File: src/design/slrp_pkg.sv
// Shared constants, codes and control types of the scrollback line ring pager.
package slrp_pkg;

  localparam int POOL_BYTES_DEF = 4096;
  localparam int MAX_LINES_DEF  = 256;
  localparam int MAX_COLS_DEF   = 40;

  localparam logic [7:0] PAD_ATTR = 8'h02;
  localparam logic [7:0] BLANK    = 8'h20;

  localparam int IN_W   = 24;
  localparam int OUT_W  = 56;
  localparam int CIDX_W = 2;
  localparam int CFG_W  = 6;

  localparam logic [CIDX_W-1:0] REG_FIRST_ROW = 2'd0;
  localparam logic [CIDX_W-1:0] REG_ROWS      = 2'd1;
  localparam logic [CIDX_W-1:0] REG_COLS      = 2'd2;

  typedef enum logic [2:0] {
    ACT_PUT, ACT_EOL, ACT_PGUP, ACT_PGDN, ACT_HOME, ACT_END, ACT_PAINT, ACT_CLEAR
  } action_t;

  typedef enum logic [3:0] {
    S_IDLE, S_EXEC, S_STAT, S_WRAP, S_EVRD, S_EVCHK, S_FULL, S_CPRD, S_CPWR,
    S_DESC, S_VIEW, S_PCHK, S_PDESC, S_PRD, S_PLD
  } state_t;

  typedef struct packed {
    logic load_in;
    logic exec;
    logic stat_load;
    logic wrap;
    logic ev_rd;
    logic ev_drop;
    logic full;
    logic cp_rd;
    logic cp_wr;
    logic desc_wr;
    logic view_upd;
    logic p_start;
    logic p_desc;
    logic p_rd;
    logic p_ld;
  } cmd_t;

  typedef struct packed {
    action_t action;
    logic    row_ok;
    logic    have_lines;
    logic    ev_hit;
    logic    cp_more;
    logic    last_col;
    logic    out_free;
  } stat_t;

endpackage

File: src/design/slrp_ctrl.sv
// Controller state machine sequencing commit, eviction, copy and paint steps.
module slrp_ctrl (
  input  logic           clk,
  input  logic           rst,
  input  logic           s_tvalid,
  output logic           s_tready,
  input  slrp_pkg::stat_t stat,
  output slrp_pkg::cmd_t  cmd
);
  import slrp_pkg::*;

  state_t state, state_next;

  always_ff @(posedge clk) begin
    if (rst) begin
      state <= S_IDLE;
    end else begin
      state <= state_next;
    end
  end

  always_comb begin
    state_next = state;
    unique case (state)
      S_IDLE:  if (s_tvalid) state_next = S_EXEC;
      S_EXEC: begin
        unique case (stat.action)
          ACT_EOL:   state_next = S_WRAP;
          ACT_PAINT: state_next = S_PCHK;
          default:   state_next = S_STAT;
        endcase
      end
      S_STAT:  if (stat.out_free) state_next = S_IDLE;
      S_WRAP:  state_next = S_EVRD;
      S_EVRD:  state_next = stat.have_lines ? S_EVCHK : S_FULL;
      S_EVCHK: state_next = stat.ev_hit ? S_EVRD : S_FULL;
      S_FULL:  state_next = S_CPRD;
      S_CPRD:  state_next = stat.cp_more ? S_CPWR : S_DESC;
      S_CPWR:  state_next = S_CPRD;
      S_DESC:  state_next = S_VIEW;
      S_VIEW:  state_next = S_STAT;
      S_PCHK:  state_next = stat.row_ok ? S_PDESC : S_STAT;
      S_PDESC: state_next = S_PRD;
      S_PRD:   if (stat.out_free) state_next = S_PLD;
      S_PLD:   state_next = stat.last_col ? S_IDLE : S_PRD;
      default: state_next = S_IDLE;
    endcase
  end

  always_comb begin
    cmd      = '0;
    s_tready = 1'b0;
    unique case (state)
      S_IDLE: begin
        s_tready    = 1'b1;
        cmd.load_in = s_tvalid;
      end
      S_EXEC:  cmd.exec = (stat.action != ACT_EOL) && (stat.action != ACT_PAINT);
      S_STAT:  cmd.stat_load = stat.out_free;
      S_WRAP:  cmd.wrap = 1'b1;
      S_EVRD:  cmd.ev_rd = stat.have_lines;
      S_EVCHK: cmd.ev_drop = stat.ev_hit;
      S_FULL:  cmd.full = 1'b1;
      S_CPRD:  cmd.cp_rd = stat.cp_more;
      S_CPWR:  cmd.cp_wr = 1'b1;
      S_DESC:  cmd.desc_wr = 1'b1;
      S_VIEW:  cmd.view_upd = 1'b1;
      S_PCHK:  cmd.p_start = stat.row_ok;
      S_PDESC: cmd.p_desc = 1'b1;
      S_PRD:   cmd.p_rd = stat.out_free;
      S_PLD:   cmd.p_ld = 1'b1;
      default: cmd = '0;
    endcase
  end

endmodule

File: config.mk
export PLATFORM = sky130hd
export DESIGN_NAME = slrp_ctrl
export DESIGN_NICKNAME = d
export VERILOG_FILES = /design/src/design/slrp_pkg.sv /design/src/design/slrp_ctrl.sv
export SDC_FILE = /design/constraint.sdc
export NUM_CORES = 1
export LEC_CHECK = 0
export CAP_MARGIN = 40
export CELL_PAD_IN_SITES_DETAIL_PLACEMENT = 1
export CELL_PAD_IN_SITES_GLOBAL_PLACEMENT = 1
export CORE_AREA = 2 2 39 41
export DETAILED_ROUTE_END_ITERATION = 6
export DIE_AREA = 0 0 41 43
export DONT_BUFFER_PORTS = 1
export GPL_ROUTABILITY_DRIVEN = 0
export HOLD_SLACK_MARGIN = 0.15
export PLACE_DENSITY = 0.78
export SLEW_MARGIN = 20
export SYNTH_ARGS = -nofsm -noshare
export SYNTH_HDL_FRONTEND = slang
export SYNTH_SLANG_ARGS = --single-unit
File: constraint.sdc
create_clock -name clk -period 3.4 [get_ports clk]
set_input_delay 1.02 -clock clk [delete_from_list [all_inputs] [get_ports clk]]
set_output_delay 1.02 -clock clk [all_outputs]
set_load 0.05 [all_outputs]
==> results of run 1 <==
## power breakdown
| part | switching [mW] | internal [mW] |
|---|---|---|
| logic | 0.227 | 0.143 |
| clock network | 0.0197 | 0.0395 |
| registers | 0.0756 | 0.0642 |
| total | 0.322 | 0.247 |
## worst max-delay path: stages, from the launching register on
cell     delay [ns]
dfxtp_1        0.67
and2b_1        0.31
and3_1         0.52
## path summary, 6_finish.rpt
| path | startpoint | endpoint | slack (ns) | depth (start not counted) |
|---|---|---|---|---|
| setup / recovery | state[1] | cmd[12] | 0.64 | 2 |
| hold / removal | state[3] | state[3] | 0.80 | 2 |
| setup reg to reg | state[1] | state[0] | 1.71 | 4 |
| hold reg to reg | state[3] | state[3] | 0.80 | 2 |
## per-stage QoR
step | hold WS [ns] | worst slack, ns | utilization | std cells
finish | 0.797 | 0.644 | 0.429 | 97
global route | 0.839 | 0.541 | 0.429 | 97
CTS | 0.795 | 0.652 | 0.429 | 97
detailed placement | 0.791 | 0.766 | 0.412 | 94
global placement | 0.784 | 0.814 | 0.412 | 94
floorplan | 0.698 | 0.234 | - | 76
## Yosys cell counts (all sizes together)
library cell  n
o32a          1
a2bb2oi       1
and4          2
buf           8
o22a          2
a22o          1
a2111oi       2
nor4          1
o21ai         6
nor2          6
dfxtp         4
nand2         7
nor2b         2
a32o          2
and3          3
clkinv        1
and2b         4
nand3b        2
a31oi         1
a21oi         7
nor3          6
inv           2
and2          2
nand2b        3
## kinds of logic after synthesis
group	synth area share
DFF	0.148
AOI/OAI and AO/OA	0.306
and+or+nand+nor	0.403
buffers and inverters	0.144
## area by class of cell
| cell class | count | area [µm²] |
|---|---|---|
| Clock buffer | 3 | 22.5 |
| Fill cell | 171 | 791 |
| Inverter | 3 | 12.5 |
| Multi-Input combinational cell | 61 | 383 |
| Sequential cell | 4 | 80.1 |
| Tap cell | 16 | 20.0 |
| Timing Repair Buffer | 10 | 75.1 |
## per-layer routing
layer	vias to the layer above	global-route usage	wire length, µm
met1	267	0.228	660
met3	4	0.0628	110
met2	26	0.250	658
met4	0	0.0867	39
met5	-	0	0
li1	285	-	-
==> results.md, run 1 <==
- 1st-iter DRT viols: 3
- Max frequency: 363 MHz
- Area delta synth->final: 9.72%
- Num CTS Buffers: 3
- Largest regs: state: 4 flops
- Initial antenna violation count: 0
- Clock Latency Late Sink: 0.24 ns
- Maximum VDD drop: 433 µV
- H-tree Lvls: 1
- Yosys reg bits: 4
- Post-synthesis cell type count: 29
- Final Max Tran Viols: 0
- Placed Area: 571 µm²
- Die Span Y: 43 µm
- Slew headroom: 0.579
- CTS tree: done
- Post CTS Setup Buffer Count: 0
- Mapped cell area: 541 µm²
- Design area: 593 µm²
- Worst-path clk slew: 0.04 ns
- Layout net count: 95
- WL per Instance: 15.1 µm
- Total wire length: 1470 µm
- Post-DP HPWL: 1120 µm
- Antenna viol nets, final: 0
- Outcome: finished, final reports clean
- Worst Hold Class: reg2reg
- Routed vias: 582
- Vias in the first global route: 487
- PwrDens: 960 nW/µm²
- Largest register by flop count: state
- Initial core utilization: 0.391
- DRC viols: 0
- I/O Pins: 28
- Hold Vio Cnt, Final: 0
- # setup viols final: 0
- Cell taking the most area after synthesis: dfxtp_1
- Max reg flops: 4
- ANT cells: 0
- DR vias/cell: 6.00
- Core Box Area: 1380 µm²
- Post-synth top area share: 0.148
- Mapped Avg Cell Area: 7.11 µm²
- Worst Setup Path Type: reg2out
- Setup_tns: 0 ns
- Post-synthesis sequential area ratio: 0.148
- P_leak: 0.225 nW
- Clk buf depth: 2
- Clock root cell: clkbuf_4
- Cts hold-fix bufs: 0
- Endpoint class of the critical path: output port
- Syn nets: 88
- Syn. warnings: 0
- Critical Path RT: 2.38 ns
- CTS Sinks: 4
- Most area-consuming cells after synthesis: dfxtp_1, buf_6, a21oi_1
- Die X: 41 µm
- Most frequent cells in the layout: buf_4, nand2_1, nor3_1, nor2_1, a21oi_1
- Mapped Cells: 76
- Total of max-cap violations: 0
- PostCTS Resize Cnt: 0
- Min Tclk post-route: 2.76 ns
- Unrepaired setup endpoints after global routing: false
- Total gr overflow: 0
- Die ar.: 1760 µm²
- Crit path DAT: 1.74 ns
- Clock skew: 0.00932 ns
- IO Port Bufs: 0
- TritonRoute pass-1 iters: 2
- Pwr Total: 569 µW
- Critical Path Fanout Max: 17
- Share of post-route cells with drive strength above 1: 0.222
- First-pass GRT wire length: 2170 µm
- Crit start category: flip-flop
- Largest net degree at the start of global routing: 21
- Most common cell after layout, fill and taps aside: buf_4
- Num rows: 14
- Period Utilization, post-route: 0.811
- Worst-Margin Slew: 0.631 ns
- GR Util All Layers: 0.177
(Power assumes the default switching activity.)
==> run 2, diff against run 1 <==
--- a/config.mk
+++ b/config.mk
@@ -5,16 +5,16 @@
 export SDC_FILE = /design/constraint.sdc
 export NUM_CORES = 1
 export LEC_CHECK = 0
+export ABC_AREA = 1
 export CAP_MARGIN = 40
 export CELL_PAD_IN_SITES_DETAIL_PLACEMENT = 1
 export CELL_PAD_IN_SITES_GLOBAL_PLACEMENT = 1
-export CORE_AREA = 2 2 39 41
+export CORE_UTILIZATION = 35
 export DETAILED_ROUTE_END_ITERATION = 6
-export DIE_AREA = 0 0 41 43
 export DONT_BUFFER_PORTS = 1
 export GPL_ROUTABILITY_DRIVEN = 0
 export HOLD_SLACK_MARGIN = 0.15
-export PLACE_DENSITY = 0.78
+export PLACE_DENSITY = 0.74
 export SLEW_MARGIN = 20
 export SYNTH_ARGS = -nofsm -noshare
 export SYNTH_HDL_FRONTEND = slang
==> constraint.sdc (replaced) <==
create_clock -name clk -period 2.76 [get_ports clk]
set_input_delay 0.828 -clock clk [delete_from_list [all_inputs] [get_ports clk]]
set_output_delay 0.828 -clock clk [all_outputs]
set_load 0.05 [all_outputs]
==> run 2 against run 1 <==
Final area increased by 1.1%. Power decreased by 6.8%. Final cell count rose by 20%. Count of clock-buffer cells in the layout unchanged. Critical path type unchanged. Sequential cell count did not move.
==> results.md, run 2 <==
- PwrDens: 885 nW/µm²
- ANT cells: 0
- Worst Hold Path EP: state[0]
- Post CTS Setup Buffer Count: 0
- Sw frac: 0.602
- Critical Path Fanout Max: 6
- Switch Pwr: 319 µW
- FILL cells: 183
- Syn nets: 103
- Largest register by flop count: state
- Clock skew: 0.000167 ns
- DR vias/cell: 4.96
- Mapped Avg Cell Area: 5.27 µm²
- Worst-case reg-to-reg path depth: 6
- Share of post-route cells with drive strength above 1: 0.275
- Maximum VDD drop: 553 µV
- Crit start category: flip-flop
- GR Util All Layers: 0.220
- Post-synthesis cell type count: 17
- Layout net count: 116
- Asr flop ratio synth: 0
- Worst Hold Launch: rst
- Core Box Area: 1190 µm²
- 1st-iter DRT viols: 3
- Clock root cell: clkbuf_4
- Dominant synthesized flop cell: dfxtp_1
- Largest net degree at the start of global routing: 8
- Total of max-cap violations: 0
- Max reg flops: 4
- Routed vias: 575
- Mapped Cells: 91
- Endpoint class of the critical path: output port
- Most frequent cells in the layout: nand2_1, inv_1, nor2_1
- Comb pwr share: 0.669
- WHS Path Cells: 1
- Cell with the most instances after synthesis: nand2_1
- Hold Vio Cnt, Final: 0
- Period Utilization, post-route: 0.843
- Max frequency: 430 MHz
- First-pass GRT wire length: 2260 µm
- Worst-path clk slew: 0.04 ns
- Post-DP HPWL: 1250 µm
- Syn. warnings: 0
- P_leak: 0.358 nW
- CTS tree: done
- Int Pwr: 211 µW
- Initial antenna violation count: 0
- Slew headroom: 0.610
- Reg2reg setup slack: 1.09 ns
- Worst Setup Path Type: reg2out
- Cts hold-fix bufs: 0
- Worst-Margin Slew: 0.585 ns
- Num CTS Buffers: 3
- Min Tclk post-route: 2.33 ns
- Post-synth top area share: 0.172
- Area delta synth->final: 25.1%
- Num rows: 12
- Worst Hold Class: in2reg
- Clock Latency Late Sink: 0.23 ns
- Die X: 39 µm
- Mapped cell area: 479 µm²
- Total gr overflow: 0
- Unrepaired setup endpoints after global routing: false
- Reg2reg end: state[2]
- Die ar.: 1520 µm²
- I/O Pins: 28
- Most common cell after layout, fill and taps aside: nand2_1
- Seq pwr share: 0.199
- Clk buf depth: 2
- Final Max Tran Viols: 0
- # setup viols final: 0
- Initial core utilization: 0.404
- Largest regs: state: 4 flops
- Vias in the first global route: 551
- Setup_tns: 0 ns
- Post-synthesis sequential area ratio: 0.167
- Clock power frac: 0.132
- Total wire length: 1440 µm
- PostCTS Resize Cnt: 0
- Antenna viol nets, final: 0
- Critical Path RT: 1.93 ns
- Crit Reg-Reg Startpoint: state[0]
- Yosys reg bits: 4
- EDFF count, synth: 0
- Most frequent cells after synthesis: nand2_1, inv_1, nor2_1, nand3_1, nor3_1
- Die Span Y: 39 µm
- Most area-consuming cells after synthesis: nand2_1, dfxtp_1, inv_1
- Outcome: finished, final reports clean
- Pwr Total: 530 µW
- H-tree Lvls: 1
- TritonRoute pass-1 iters: 2
- IO Port Bufs: 0
- DRC viols: 0
- WL per Instance: 12.4 µm
- CTS Sinks: 4
- Crit path DAT: 1.50 ns
- Cell taking the most area after synthesis: nand2_1
[run 2: cell count changes in the layout (fill, tap and decap cells not counted), sizes merged, moves of 4 or more]
cell   change
nand2     +18
nor2      +11
and2b      -4
nand3      +7
o21ai      -5
inv       +20
[run 2: power groups by stage]
stage	registers (mW)	logic [mW]	clock network, mW
3_3_place_gp	0.106	0.349	0
2_1_floorplan	0.0991	0.287	0
4_1_cts	0.106	0.359	0.0735
5_1_grt	0.108	0.384	0.0777
3_5_place_dp	0.106	0.358	0
6_report	0.106	0.355	0.0698
[run 2: per-layer routing]
layer,GRT usage,share of wire,vias up
met5,0,0,-
met4,0.0517,0,0
met3,0.0347,0.026,0
met2,0.396,0.51,16
met1,0.267,0.47,255
li1,-,-,304
[run 2: worst max path at each step]
stage,from,end,cells past startpoint
4_1_cts,state[0],cmd[3],4
5_1_grt,state[0],cmd[3],4
3_5_place_dp,stat[5],cmd[3],2
2_1_floorplan,state[0],cmd[5],2
3_3_place_gp,stat[5],cmd[3],2
6_report,state[0],cmd[3],4
[run 2: cell families after synthesis]
logic type,count (synthesis),share of synthesized area
simple gates,56,0.538
compound gates,9,0.123
buf+inv,22,0.172
flops,4,0.167
[run 2: final cells by class]
class	instances	area, µm²	area share
clock buffer	3	22.5	0.0376
inverter	22	82.6	0.138
multi-input combinational	65	337	0.562
sequential	4	80.1	0.134
tap	14	17.5	0.0292
timing repair buffer	8	60.1	0.100
[run 2: through the flow]
step / hold WS, ns / instance area [µm²] / worst slack, ns / instances / utilization
after floorplan: 0.646 / 489 / 0.234 / 91 / -
after global placement: 0.727 / 577 / 0.605 / 113 / 0.486
after detailed placement: 0.730 / 577 / 0.603 / 113 / 0.486
after CTS: 0.657 / 599 / 0.407 / 116 / 0.505
after global routing: 0.654 / 599 / 0.349 / 116 / 0.505
final: 0.665 / 599 / 0.434 / 116 / 0.505
[run 2: critical path: stages, from the launching register on]
cell and delay, ns:
dfxtp_1 0.50, nand2_2 0.13, inv_2 0.09, nand2_1 0.08, nor2_2 0.47
